==> config.mk <==
export PLATFORM = sky130hd
export DESIGN_NAME = short_long_address_table_core_flat
export DESIGN_NICKNAME = d
export VERILOG_FILES = /design/src/hw/rtl/slat_pkg.sv /design/src/hw/rtl/slat_if.sv /design/src/hw/rtl/slat_ram.sv /design/src/hw/rtl/slat_ctrl.sv /design/src/hw/rtl/short_long_address_table_core.sv /design/src/flat_wrapper.sv
export VERILOG_INCLUDE_DIRS = /design/src /design/src/hw/rtl
export SDC_FILE = /design/constraint.sdc
export NUM_CORES = 2
export LEC_CHECK = 0
export BUFFER_PORTS_ARGS = -buffer_cell sky130_fd_sc_hd__buf_2
export CAP_MARGIN = 20
export CORE_MARGIN = 10
export CORE_UTILIZATION = 35
export DETAILED_ROUTE_END_ITERATION = 8
export GPL_TIMING_DRIVEN = 0
export HOLD_SLACK_MARGIN = 0.12
export SYNTH_ARGS = -nofsm -noshare
export SYNTH_HDL_FRONTEND = slang
export SYNTH_HIERARCHICAL = 1
export SYNTH_SLANG_ARGS = --single-unit
==> constraint.sdc <==
create_clock -name clock -period 16.8 [get_ports clock]
set_clock_uncertainty 0.1 [all_clocks]
set_input_delay 5.04 -clock clock [delete_from_list [all_inputs] [get_ports clock]]
set_output_delay 5.04 -clock clock [all_outputs]
set_load 0.05 [all_outputs]
==> src/hw/rtl/short_long_address_table_core_assert.svh <==
// Assertion macros for the short/long address table.
`ifndef SHORT_LONG_ADDRESS_TABLE_CORE_ASSERT_SVH
`define SHORT_LONG_ADDRESS_TABLE_CORE_ASSERT_SVH

// Same-cycle implication, disabled in reset.
`define SLAT_ASSERT_SAME(label, clk, rst, ante, cons, msg) \
   label: assert property (@(posedge clk) disable iff (rst) (ante) |-> (cons)) \
      else $error(msg);

// Next-cycle implication, disabled in reset.
`define SLAT_ASSERT_NEXT(label, clk, rst, ante, cons, msg) \
   label: assert property (@(posedge clk) disable iff (rst) (ante) |=> (cons)) \
      else $error(msg);

`endif

==> src/hw/rtl/slat_pkg.sv <==
// Shared types and constants for the short/long address table.
package slat_pkg;

   localparam int TABLE_ENTRIES = 16;
   localparam int IDX_W         = (TABLE_ENTRIES > 1) ? $clog2(TABLE_ENTRIES) : 1;
   localparam int CNT_W         = $clog2(TABLE_ENTRIES + 1);
   localparam int OP_W          = 2;
   localparam int LONG_W        = 64;
   localparam int SHORT_W       = 16;
   localparam int INDEX_W       = 4;
   localparam int ENTRY_W       = LONG_W + SHORT_W;

   typedef enum logic [OP_W-1:0] {
      OP_ADD        = 2'd0,
      OP_FIND_LONG  = 2'd1,
      OP_FIND_SHORT = 2'd2,
      OP_CLEAR      = 2'd3
   } op_type;

   typedef enum logic [1:0] {
      ST_IDLE,
      ST_SCAN,
      ST_DONE
   } state_type;

   typedef struct packed {
      logic                 hit;
      logic                 stored;
      logic                 table_full;
      logic [INDEX_W-1:0]   entry_index;
      logic [LONG_W-1:0]    found_long_address;
      logic [SHORT_W-1:0]   found_short_address;
   } result_type;

endpackage

==> src/hw/rtl/slat_if.sv <==
// Request and response channel interfaces for the short/long address table.
interface slat_req_if;
   import slat_pkg::*;

   logic                valid;
   logic                ready;
   logic [OP_W-1:0]     operation;
   logic [LONG_W-1:0]   long_address;
   logic [SHORT_W-1:0]  short_address;

   modport source (output valid, operation, long_address, short_address, input ready);
   modport sink   (input valid, operation, long_address, short_address, output ready);
endinterface

interface slat_rsp_if;
   import slat_pkg::*;

   logic                valid;
   logic                ready;
   logic                hit;
   logic                stored;
   logic                table_full;
   logic [INDEX_W-1:0]  entry_index;
   logic [LONG_W-1:0]   found_long_address;
   logic [SHORT_W-1:0]  found_short_address;

   modport source (output valid, hit, stored, table_full, entry_index, found_long_address,
                   found_short_address, input ready);
   modport sink   (input valid, hit, stored, table_full, entry_index, found_long_address,
                   found_short_address, output ready);
endinterface

==> src/hw/rtl/slat_ram.sv <==
// Generic single-port-write, registered-read RAM.
module slat_ram #(
   parameter  int WIDTH  = 8,
   parameter  int DEPTH  = 16,
   localparam int ADDR_W = (DEPTH > 1) ? $clog2(DEPTH) : 1
) (
   input  logic              clock,
   input  logic              wr_en,
   input  logic [ADDR_W-1:0] wr_addr,
   input  logic [WIDTH-1:0]  wr_data,
   input  logic              rd_en,
   input  logic [ADDR_W-1:0] rd_addr,
   output logic [WIDTH-1:0]  rd_data
);

   logic [WIDTH-1:0] mem_ff [DEPTH];
   logic [WIDTH-1:0] rd_data_ff;

   always_ff @(posedge clock) begin
      if (wr_en) begin
         mem_ff[wr_addr] <= wr_data;
      end
      if (rd_en) begin
         rd_data_ff <= mem_ff[rd_addr];
      end
   end

   assign rd_data = rd_data_ff;

endmodule

==> src/hw/rtl/slat_ctrl.sv <==
// Scan sequencer: valid bits, table RAM access and result assembly.
module slat_ctrl (
   input  logic                         clock,
   input  logic                         reset,
   input  logic                         req_valid,
   output logic                         req_ready,
   input  logic [slat_pkg::OP_W-1:0]    req_operation,
   input  logic [slat_pkg::LONG_W-1:0]  req_long_address,
   input  logic [slat_pkg::SHORT_W-1:0] req_short_address,
   output logic                         res_valid,
   input  logic                         res_take,
   output slat_pkg::result_type         res_data
);
   import slat_pkg::*;

   state_type              state_ff, state_in;
   op_type                 op_ff, op_in;
   logic [LONG_W-1:0]      long_ff, long_in;
   logic [SHORT_W-1:0]     short_ff, short_in;
   logic [TABLE_ENTRIES-1:0] valid_ff, valid_in;
   logic [CNT_W-1:0]       scan_cnt_ff, scan_cnt_in;
   logic                   chk_vld_ff, chk_vld_in;
   logic [IDX_W-1:0]       chk_idx_ff, chk_idx_in;
   logic                   found_ff, found_in;
   logic [IDX_W-1:0]       found_idx_ff, found_idx_in;
   logic [LONG_W-1:0]      found_long_ff, found_long_in;
   logic [SHORT_W-1:0]     found_short_ff, found_short_in;
   logic                   free_ff, free_in;
   logic [IDX_W-1:0]       free_idx_ff, free_idx_in;

   logic                   ram_wr_en;
   logic                   ram_rd_en;
   logic [ENTRY_W-1:0]     ram_rd_data;
   logic [LONG_W-1:0]      ent_long;
   logic [SHORT_W-1:0]     ent_short;
   logic                   ent_valid;
   logic                   key_match;
   logic                   scan_end;

   slat_ram #(
      .WIDTH (ENTRY_W),
      .DEPTH (TABLE_ENTRIES)
   ) u_table_ram (
      .clock   (clock),
      .wr_en   (ram_wr_en),
      .wr_addr (free_idx_ff),
      .wr_data ({long_ff, short_ff}),
      .rd_en   (ram_rd_en),
      .rd_addr (scan_cnt_ff[IDX_W-1:0]),
      .rd_data (ram_rd_data)
   );

   assign ent_long  = ram_rd_data[ENTRY_W-1:SHORT_W];
   assign ent_short = ram_rd_data[SHORT_W-1:0];
   assign ent_valid = valid_ff[chk_idx_ff];
   assign scan_end  = (scan_cnt_ff == CNT_W'(TABLE_ENTRIES));

   always_comb begin
      unique case (op_ff)
         OP_ADD:        key_match = (ent_long == long_ff) && (ent_short == short_ff);
         OP_FIND_LONG:  key_match = (ent_long == long_ff);
         OP_FIND_SHORT: key_match = (ent_short == short_ff);
         default:       key_match = 1'b0;
      endcase
   end

   always_ff @(posedge clock) begin
      if (reset) begin
         state_ff   <= ST_IDLE;
         valid_ff   <= '0;
         chk_vld_ff <= 1'b0;
      end else begin
         state_ff   <= state_in;
         valid_ff   <= valid_in;
         chk_vld_ff <= chk_vld_in;
      end
      op_ff          <= op_in;
      long_ff        <= long_in;
      short_ff       <= short_in;
      scan_cnt_ff    <= scan_cnt_in;
      chk_idx_ff     <= chk_idx_in;
      found_ff       <= found_in;
      found_idx_ff   <= found_idx_in;
      found_long_ff  <= found_long_in;
      found_short_ff <= found_short_in;
      free_ff        <= free_in;
      free_idx_ff    <= free_idx_in;
   end

   always_comb begin
      state_in       = state_ff;
      op_in          = op_ff;
      long_in        = long_ff;
      short_in       = short_ff;
      valid_in       = valid_ff;
      scan_cnt_in    = scan_cnt_ff;
      chk_vld_in     = 1'b0;
      chk_idx_in     = chk_idx_ff;
      found_in       = found_ff;
      found_idx_in   = found_idx_ff;
      found_long_in  = found_long_ff;
      found_short_in = found_short_ff;
      free_in        = free_ff;
      free_idx_in    = free_idx_ff;
      req_ready      = 1'b0;
      ram_rd_en      = 1'b0;
      ram_wr_en      = 1'b0;
      res_valid      = 1'b0;
      res_data       = '0;

      unique case (state_ff)
         ST_IDLE: begin
            req_ready = 1'b1;
            if (req_valid) begin
               op_in       = op_type'(req_operation);
               long_in     = req_long_address;
               short_in    = req_short_address;
               scan_cnt_in = '0;
               found_in    = 1'b0;
               free_in     = 1'b0;
               if (op_type'(req_operation) == OP_CLEAR) begin
                  valid_in = '0;
                  state_in = ST_DONE;
               end else begin
                  state_in = ST_SCAN;
               end
            end
         end
         ST_SCAN: begin
            if (!scan_end) begin
               ram_rd_en   = 1'b1;
               scan_cnt_in = scan_cnt_ff + CNT_W'(1);
               chk_vld_in  = 1'b1;
               chk_idx_in  = scan_cnt_ff[IDX_W-1:0];
            end
            if (chk_vld_ff) begin
               if (ent_valid && key_match && !found_ff) begin
                  found_in       = 1'b1;
                  found_idx_in   = chk_idx_ff;
                  found_long_in  = ent_long;
                  found_short_in = ent_short;
               end
               if (!ent_valid && !free_ff) begin
                  free_in     = 1'b1;
                  free_idx_in = chk_idx_ff;
               end
            end
            if (scan_end) begin
               state_in = ST_DONE;
            end
         end
         ST_DONE: begin
            res_valid = 1'b1;
            priority if (op_ff == OP_CLEAR) begin
               res_data = '0;
            end else if (found_ff) begin
               res_data.hit                 = 1'b1;
               res_data.entry_index         = INDEX_W'(found_idx_ff);
               res_data.found_long_address  = found_long_ff;
               res_data.found_short_address = found_short_ff;
            end else if (op_ff == OP_ADD && free_ff) begin
               res_data.stored      = 1'b1;
               res_data.entry_index = INDEX_W'(free_idx_ff);
            end else if (op_ff == OP_ADD) begin
               res_data.table_full = 1'b1;
            end else begin
               res_data = '0;
            end
            if (res_take) begin
               if (op_ff == OP_ADD && !found_ff && free_ff) begin
                  ram_wr_en              = 1'b1;
                  valid_in[free_idx_ff]  = 1'b1;
               end
               state_in = ST_IDLE;
            end
         end
         default: state_in = ST_IDLE;
      endcase
   end

endmodule

==> src/hw/rtl/short_long_address_table_core.sv <==
// Top level of the short/long address table with response register and checks.
`include "short_long_address_table_core_assert.svh"

// Table of TABLE_ENTRIES pairs of 64-bit long and 16-bit short addresses held in
// one synchronous RAM. Operations: add pair, find by long address, find by short
// address, clear. Each request transaction yields exactly one response
// transaction. Add, find by long and find by short read every entry in turn
// through the single RAM read port, one entry per cycle; an add that stores
// writes the RAM in its last cycle. Clear resets the valid flip-flops. The
// response sits in an output register, so a new request is taken while a
// response waits; a response finished while the register is still full holds
// the sequencer until it drains.
module short_long_address_table_core (
   input  logic       clock,
   input  logic       reset,
   slat_req_if.sink   req_chan,
   slat_rsp_if.source rsp_chan
);
   import slat_pkg::*;

   logic       res_valid;
   logic       res_take;
   result_type res_data;
   logic       rsp_valid_ff, rsp_valid_in;
   result_type rsp_data_ff, rsp_data_in;

   slat_ctrl u_ctrl (
      .clock             (clock),
      .reset             (reset),
      .req_valid         (req_chan.valid),
      .req_ready         (req_chan.ready),
      .req_operation     (req_chan.operation),
      .req_long_address  (req_chan.long_address),
      .req_short_address (req_chan.short_address),
      .res_valid         (res_valid),
      .res_take          (res_take),
      .res_data          (res_data)
   );

   assign res_take = res_valid && (!rsp_valid_ff || rsp_chan.ready);

   always_comb begin
      rsp_valid_in = rsp_valid_ff;
      rsp_data_in  = rsp_data_ff;
      if (rsp_chan.ready) begin
         rsp_valid_in = 1'b0;
      end
      if (res_take) begin
         rsp_valid_in = 1'b1;
         rsp_data_in  = res_data;
      end
   end

   always_ff @(posedge clock) begin
      if (reset) begin
         rsp_valid_ff <= 1'b0;
      end else begin
         rsp_valid_ff <= rsp_valid_in;
      end
      rsp_data_ff <= rsp_data_in;
   end

   assign rsp_chan.valid               = rsp_valid_ff;
   assign rsp_chan.hit                 = rsp_data_ff.hit;
   assign rsp_chan.stored              = rsp_data_ff.stored;
   assign rsp_chan.table_full          = rsp_data_ff.table_full;
   assign rsp_chan.entry_index         = rsp_data_ff.entry_index;
   assign rsp_chan.found_long_address  = rsp_data_ff.found_long_address;
   assign rsp_chan.found_short_address = rsp_data_ff.found_short_address;

   `SLAT_ASSERT_SAME(a_one_outcome, clock, reset, rsp_valid_ff,
      $onehot0({rsp_data_ff.hit, rsp_data_ff.stored, rsp_data_ff.table_full}),
      "more than one outcome flag in a response")
   `SLAT_ASSERT_SAME(a_miss_no_addr, clock, reset, rsp_valid_ff && !rsp_data_ff.hit,
      rsp_data_ff.found_long_address == '0 && rsp_data_ff.found_short_address == '0,
      "addresses reported without a match")
   `SLAT_ASSERT_NEXT(a_busy_after_req, clock, reset, req_chan.valid && req_chan.ready,
      !req_chan.ready, "request taken while a transaction is in progress")

endmodule
==> src/flat_wrapper.sv <==
// flat-port wrapper written by rule: the top's interface ports become plain ports
module short_long_address_table_core_flat import slat_pkg::*;
  (clock, reset, req_chan_valid, req_chan_operation, req_chan_long_address, req_chan_short_address, req_chan_ready, rsp_chan_valid, rsp_chan_hit, rsp_chan_stored, rsp_chan_table_full, rsp_chan_entry_index, rsp_chan_found_long_address, rsp_chan_found_short_address, rsp_chan_ready);
  slat_req_if req_chan_i ();
  slat_rsp_if rsp_chan_i ();
  input  logic clock;
  input  logic reset;
  input wire logic [$bits(req_chan_i.valid)-1:0] req_chan_valid;
  input wire logic [$bits(req_chan_i.operation)-1:0] req_chan_operation;
  input wire logic [$bits(req_chan_i.long_address)-1:0] req_chan_long_address;
  input wire logic [$bits(req_chan_i.short_address)-1:0] req_chan_short_address;
  output wire logic [$bits(req_chan_i.ready)-1:0] req_chan_ready;
  output wire logic [$bits(rsp_chan_i.valid)-1:0] rsp_chan_valid;
  output wire logic [$bits(rsp_chan_i.hit)-1:0] rsp_chan_hit;
  output wire logic [$bits(rsp_chan_i.stored)-1:0] rsp_chan_stored;
  output wire logic [$bits(rsp_chan_i.table_full)-1:0] rsp_chan_table_full;
  output wire logic [$bits(rsp_chan_i.entry_index)-1:0] rsp_chan_entry_index;
  output wire logic [$bits(rsp_chan_i.found_long_address)-1:0] rsp_chan_found_long_address;
  output wire logic [$bits(rsp_chan_i.found_short_address)-1:0] rsp_chan_found_short_address;
  input wire logic [$bits(rsp_chan_i.ready)-1:0] rsp_chan_ready;
  assign req_chan_i.valid = req_chan_valid;
  assign req_chan_i.operation = req_chan_operation;
  assign req_chan_i.long_address = req_chan_long_address;
  assign req_chan_i.short_address = req_chan_short_address;
  assign req_chan_ready = req_chan_i.ready;
  assign rsp_chan_valid = rsp_chan_i.valid;
  assign rsp_chan_hit = rsp_chan_i.hit;
  assign rsp_chan_stored = rsp_chan_i.stored;
  assign rsp_chan_table_full = rsp_chan_i.table_full;
  assign rsp_chan_entry_index = rsp_chan_i.entry_index;
  assign rsp_chan_found_long_address = rsp_chan_i.found_long_address;
  assign rsp_chan_found_short_address = rsp_chan_i.found_short_address;
  assign rsp_chan_i.ready = rsp_chan_ready;
  short_long_address_table_core u_core (.clock(clock), .reset(reset), .req_chan(req_chan_i), .rsp_chan(rsp_chan_i));
endmodule
# Word level (Yosys, flattened, before mapping)
# Memories as Yosys holds them, arrays and structs flattened. A register that Yosys moved wholly into a read port is not among the register bits.
# Index checks and enable logic that the tools add are counted.
dict set report op_classes {
  n_addsub 1
  n_lt_le_gt_ge 3
  n_eq_ne 18
  mux 41
  bitwise 4
  n_reduce_logical 32
}
# operator count
set ops {}
lappend ops {{$mux 84} 1}
lappend ops {{$eq 64x64->1} 1}
lappend ops {{$mux 16} 4}
lappend ops {{$pmux 16 s2} 1}
lappend ops {{$mux 1} 21}
lappend ops {{$eq 16x16->1} 1}
lappend ops {{$ne 2x2->1 const B} 8}
lappend ops {{$or 16x16->16} 1}
lappend ops {{$reduce_and 3->1} 4}
lappend ops {{$lt 4x5->1 const B} 2}
lappend ops {{$mux 5} 2}
lappend ops {{$pmux 5 s2} 1}
lappend ops {{$logic_and 1x1->1} 9}
lappend ops {{$eq 2x2->1 const B} 4}
lappend ops {{$mux 2} 4}
lappend ops {{$reduce_and 4->1} 2}
lappend ops {{$pmux 2 s3} 1}
lappend ops {{$reduce_bool 2->1} 3}
lappend ops {{$reduce_or 3->1} 2}
lappend ops {{$add 5x1->5 const B} 1}
lappend ops {{$eq 5x5->1 const B} 1}
lappend ops {{$reduce_and 5->1} 1}
lappend ops {{$bmux 1 s4} 1}
lappend ops {{$demux 1 s4} 1}
lappend ops {{other kinds (13)} 22}
dict set report word_totals {
  reg_bits 288
  ramBits 1280
  inputBits 86
  out_inout_bits 89
  elab_cells 121
  n_memories 1
}
# memory depth word_bits rd rd_clocked_by_memory_dff wr line
set memory_table {}
lappend memory_table {u_core.u_ctrl.u_table_ram.mem_ff 16 80 1 1 1 slat_ram.sv:16} ;# logic [WIDTH-1:0] mem_ff [DEPTH];

# Longest topological paths before layout
dict set report logic_depth {
  ltp_word 8
  mapped_depth 8
  depth_no_buf 8
}

# Cells and area by module
# Netlist, hierarchy kept.
# module n_inst cells_per_inst area_per_inst_um2 seq_area_each_um2
set modules_own_cells {}
lappend modules_own_cells {slat_ram 1 2054 50223.2 40839.2}
lappend modules_own_cells {slat_ctrl 1 507 7957.6 5815.6}
lappend modules_own_cells {short_long_address_table_core 1 92 2667.6 2632.5}

# Worst setup path after synthesis
# OpenSTA, ideal clock, no wires.
dict set report synth_timing {
  path_kind {input to register}
  startpoint {in rsp_chan_ready}
  endpoint {mem u_core/u_ctrl/u_table_ram/mem_ff[0][0] (netlist bit) (enable)}
  setup_ns 0.616
  t_arrival_ns 12.089
  t_required_ns 16.084
  setup_slack_ns 3.995
  cell_stages 5
  n_path_buf 0
  path_cell_list {nand2b_4 > and2_4 > and2_1 > or3b_2 > nor3_1}
}
dict set report synth_via {
  elab_chain_cells 6
}
# element line
set synth_lines {}
lappend synth_lines {{start: declaration} flat_wrapper.sv:20} ;# input wire logic [$bits(rsp_chan_i.ready)-1:0] rsp_chan_ready;
lappend synth_lines {{$logic_or 1x1->1} short_long_address_table_core.sv:40} ;# assign res_take = res_valid && (!rsp_valid_ff || rsp_chan.ready);
lappend synth_lines {{$logic_and 1x1->1} short_long_address_table_core.sv:40}
lappend synth_lines {{named net u_core.res_take} short_long_address_table_core.sv:22} ;# logic res_take;
lappend synth_lines {{$mux 1} slat_ctrl.sv:169} ;# if (res_take) begin
lappend synth_lines {{$mux 1} slat_ctrl.sv:111} ;# unique case (state_ff)
lappend synth_lines {{named net u_core.u_ctrl.ram_wr_en} slat_ctrl.sv:31} ;# logic ram_wr_en;
lappend synth_lines {{$mux 1} slat_ram.sv:20} ;# if (wr_en) begin
lappend synth_lines {{$mux 1 (implied by the code)} slat_ram.sv:21} ;# mem_ff[wr_addr] <= wr_data;
lappend synth_lines {{end: declaration} slat_ram.sv:16}
# The timed path passes the listed nets, and every way through them passes these cells.

# Final worst setup path
dict set report layout_timing {
  startpoint {in rsp_chan_ready}
  endpoint {mem u_core/u_ctrl/u_table_ram/mem_ff[8][78] (netlist bit) (enable)}
}
# The elaborated chain is that of the path after synthesis.

==> metrics.md <==
| Metric | Value |
|---|---|
| Warnings from Yosys | 6 |
| Final hold slack | 0.3622 ns |
| Peak Freq | 123.1 MHz |
| EDFF count, synth | 1628 |
| Setup Fix Bufs, Post-CTS | 0 |
| Cts bufs inserted | 163 |
| Largest net degree at the start of global routing | 52 |
| Synth Area in Compound Gates | 0.02311 |
| M1 GR Usage | 0.2098 |
| Tot Pwr | 9600 µW |
| Crit path max fanout | 51 |
| Insertion delay to the later sink of the worst-skew pair | 0.79 ns |
| Cell area after layout | 71570 µm² |
| FF+latch count, synth | 1648 |
| Area Overhead vs Synth | 17.62% |
| Max Cap Violations | 0 |
| Most used routing layer | met2 |
| Buffers and inverters on the worst path | 7 |
| Share of layout cells above drive strength 1 | 0.2771 |
| CP cell instances | buf_2 -> nand2b_4 -> and2_4 -> buf_16 -> and2_1 -> nand3b_1 -> nor3_2 -> buf_6 -> buf_4 -> buf_8 -> buf_6 -> buf_6 |
| Final period utilization | 0.4834 |
| Detailed Routing Iterations Pass 1 | 5 |
| DR WL/cell | 27.74 µm |
| Drc violations | 0 |
| Core area | 172300 µm² |
| Initial antenna violation count | 15 |
| Post-Synth XOR/XNOR Area | 0.01195 |
| Final HPWL DP | 101800 µm |
| Final Hold Fails | 0 |
| Count of unique library cells instantiated by Yosys | 49 |
| Layout filler cell count | 15.00k |
| M2 GR Usage | 0.2592 |
| Dominant cells by area after synthesis | edfxtp_1 (80%), mux4_2 (12%), a22oi_1 (2.0%), xor2_1 (1.2%), and2_1 (0.85%) |
| Grt total ovfl | 0 |
| Ys async rst share | 0 |
| First-pass GRT wire length | 217200 µm |
| Routed Antenna Nets | 0 |
| Worst slew margin | 0.1729 |
| Peak VDD IR | 0.0001123 V |
| WS Path Type | primary input to flop |
| # port buffers | 174 |
| Post-synthesis adder-cell area fraction | 0.0004113 |
| Clock Pin Slew Worst Setup and Hold Paths | 0.06 ns |
| CTS tree | yes |
| Status | finished clean |
| Power density cells | 134.1 nW/µm² |
| Placed Area | 66500 µm² |
| Worst Hold Class | flop to flop |
| Largest area contributor in the netlist | edfxtp_1 |
| M3 GR Usage | 0.03653 |
| Via count | 28.84k |
| CP Capture Type | flop |
| Required @ worst endpoint | 17.19 ns |
| Initial DRC count | 3073 |
| Critical Path AT | 8.51 ns |
| Clock tree buffer depth | 3 |
| CP top delay family | simple AND/OR/NAND/NOR gates |
| CP dominant cell by count | buf_6 |
| Slew Limit Fails | 0 |
| H-tree depth | 4 |
| Vert. Die Dim | 437.0 µm |
| Fin nets | 3195 |
| # IOs | 175 |
| Main flop type after synthesis | edfxtp_1 |
| Site row count | 152 |
| RePlAce Congestion | 0.7302 |
| Clock sink count | 1648 |
| Critical path's slowest cell | nor3_2 |
| Synth top area share | 0.8034 |
| Die area | 190900 µm² |
| Cells after Synth | 2653 |
| # hold bufs at CTS | 0 |
| Overall routing resource usage | 0.1576 |
| Cell Area, Synth | 60850 µm² |
| Mux share of post-synthesis cell area | 0.1207 |
| # setup viols final | 0 |
| Final wirelength | 153700 µm |
| Leak | 0.02265 µW |
| Resized Gates After CTS | 0 |
| Final worst path period need | 8.121 ns |
| Synth Net Count | 2741 |
| Starting Density | 0.3531 |
| Syn avg cell area | 22.94 µm² |
| Slew @ Worst Pin | 1.241 ns |
| Post-synthesis simple-gate area fraction | 0.02334 |
| Chip Width | 437.0 µm |
| CTS Root Cell | clkbuf_16 |
| Vias in the first global route | 29.35k |
| Sequential area share after synthesis | 0.8100 |
| Crit-path max cell delay | 0.71 ns |
| Largest family of logic cells by synthesized area | multiplexers |
| Crit path launch type | primary input |
| DR vias/cell | 5.204 |
| Unrepaired setup endpoints after global routing | no |
layout by cell type (no fill, tap or decap), types with 3 or more instances in the layout:
master | synthesis | routed
nand3_1 | 6 | 6
buf_2 | 25 | 202
o21a_1 | 10 | 10
clkinv_2 | 0 | 18
edfxtp_1 | 1628 | 1628
a22o_1 | 4 | 4
clkinv_1 | 0 | 40
inv_6 | 0 | 11
nor3_2 | 1 | 5
and2_1 | 83 | 83
clkinvlp_4 | 0 | 4
a22oi_1 | 160 | 160
dfxtp_1 | 20 | 20
buf_16 | 0 | 14
buf_8 | 0 | 4
inv_1 | 10 | 8
clkinv_8 | 0 | 3
nand2_1 | 89 | 89
buf_4 | 4 | 18
nor3_1 | 10 | 6
buf_6 | 13 | 57
nand2b_1 | 5 | 5
mux4_1 | 4 | 4
nand4_1 | 4 | 4
clkbuf_1 | 53 | 87
buf_12 | 0 | 36
xor2_1 | 82 | 82
bufinv_16 | 0 | 11
nor4_1 | 23 | 22
mux4_2 | 320 | 320
buf_1 | 25 | 25
nor2_1 | 38 | 26
nor2_4 | 0 | 12
clkbuf_16 | 0 | 166
a31oi_1 | 6 | 6
sequential cells by signal (all words and copies together), names as in the netlist, 4 cells and up:
signal and flops:
u_core/u_ctrl/found_idx_ff 4, u_core/rsp_chan.found_short_address 16, u_core/u_ctrl/found_long_ff 64, u_core/u_ctrl/u_table_ram/mem_ff 1280, u_core/u_ctrl/free_idx_ff 4, u_core/u_ctrl/valid_ff 16, u_core/rsp_chan.entry_index 4, u_core/u_ctrl/long_ff 64
u_core/u_ctrl/chk_idx_ff 4, u_core/rsp_chan.found_long_address 64, u_core/u_ctrl/scan_cnt_ff 5, u_core/u_ctrl/found_short_ff 16, u_core/u_ctrl/short_ff 16, u_core/u_ctrl/u_table_ram/rd_data 80
area by class of cell:
type,count,area (µm²),share of cell area
diodes,2,5.005,0.00006993
plain buffers,120,594.3,0.008304
clock buffers,200,4282,0.05982
clock inverters,88,765.7,0.01070
inverters,11,51.30,0.0007168
multi-input cells,874,11040,0.1543
flip-flops and latches,1648,49290,0.6887
well taps,2310,2890,0.04038
repair buffers,289,2653,0.03706
through the flow:
| stage | TNS [ns] | setup slack [ns] | utilization | std cells |
|---|---|---|---|---|
| after detailed placement | 0 | 7.787 | 0.3860 | 5250 |
| after CTS | 0 | 8.608 | 0.4152 | 5538 |
| final | 0 | 8.679 | 0.4154 | 5542 |
| after floorplan | 0 | 3.995 | - | 2653 |
| after global placement | -1482.99 | -4.432 | 0.3750 | 5137 |
| after global routing | 0 | 8.507 | 0.4153 | 5540 |
cells in the mapped netlist, drive strengths merged (10+ instances only):
| cell type | n |
|---|---|
| mux4 | 324 |
| inv | 11 |
| and2 | 84 |
| dfxtp | 20 |
| nor4 | 23 |
| buf | 67 |
| nand2 | 89 |
| edfxtp | 1628 |
| xor2 | 82 |
| nor3 | 11 |
| nor2 | 39 |
| clkbuf | 53 |
| o21a | 10 |
| a22oi | 160 |
metal layers:
| metal | up-vias | share of wire |
|---|---|---|
| met5 | - | 0.00052 |
| met4 | 12 | 0.024 |
| met2 | 1198 | 0.49 |
| met1 | 15396 | 0.40 |
| li1 | 12021 | - |
| met3 | 214 | 0.082 |
cells by family (layout without fill, tap and decap cells):
family,Yosys count,count (layout)
simple gates,275,275
other cells,0,2
fa+ha+maj,2,2
compound gates,187,187
flops,1648,1648
mux,327,327
buf+inv,131,708
xor+xnor,83,83
final timing paths:
kind,slack (ns),to,cells past startpoint,start
setup / recovery,8.68,u_core/u_ctrl/u_table_ram/mem_ff[8][78]$_DFFE_PP_,12,rsp_chan_ready
hold / removal,0.36,u_core/u_ctrl/valid_ff[10]$_SDFFE_PP0P_,1,u_core/u_ctrl/valid_ff[10]$_SDFFE_PP0P_
setup reg to reg,11.75,u_core/u_ctrl/found_long_ff[52]$_DFFE_PP_,12,u_core/u_ctrl/long_ff[47]$_DFFE_PP_
hold reg to reg,0.36,u_core/u_ctrl/valid_ff[10]$_SDFFE_PP0P_,1,u_core/u_ctrl/valid_ff[10]$_SDFFE_PP0P_
report_power, final:
| group | switching [µW] | internal, µW | leakage, µW |
|---|---|---|---|
| Sequential | 147 | 4720 | 0.0149 |
| Combinational | 753 | 482 | 0.00533 |
| Clock | 1520 | 1980 | 0.00245 |
No activity file was read; power rests on OpenSTA's default activity.
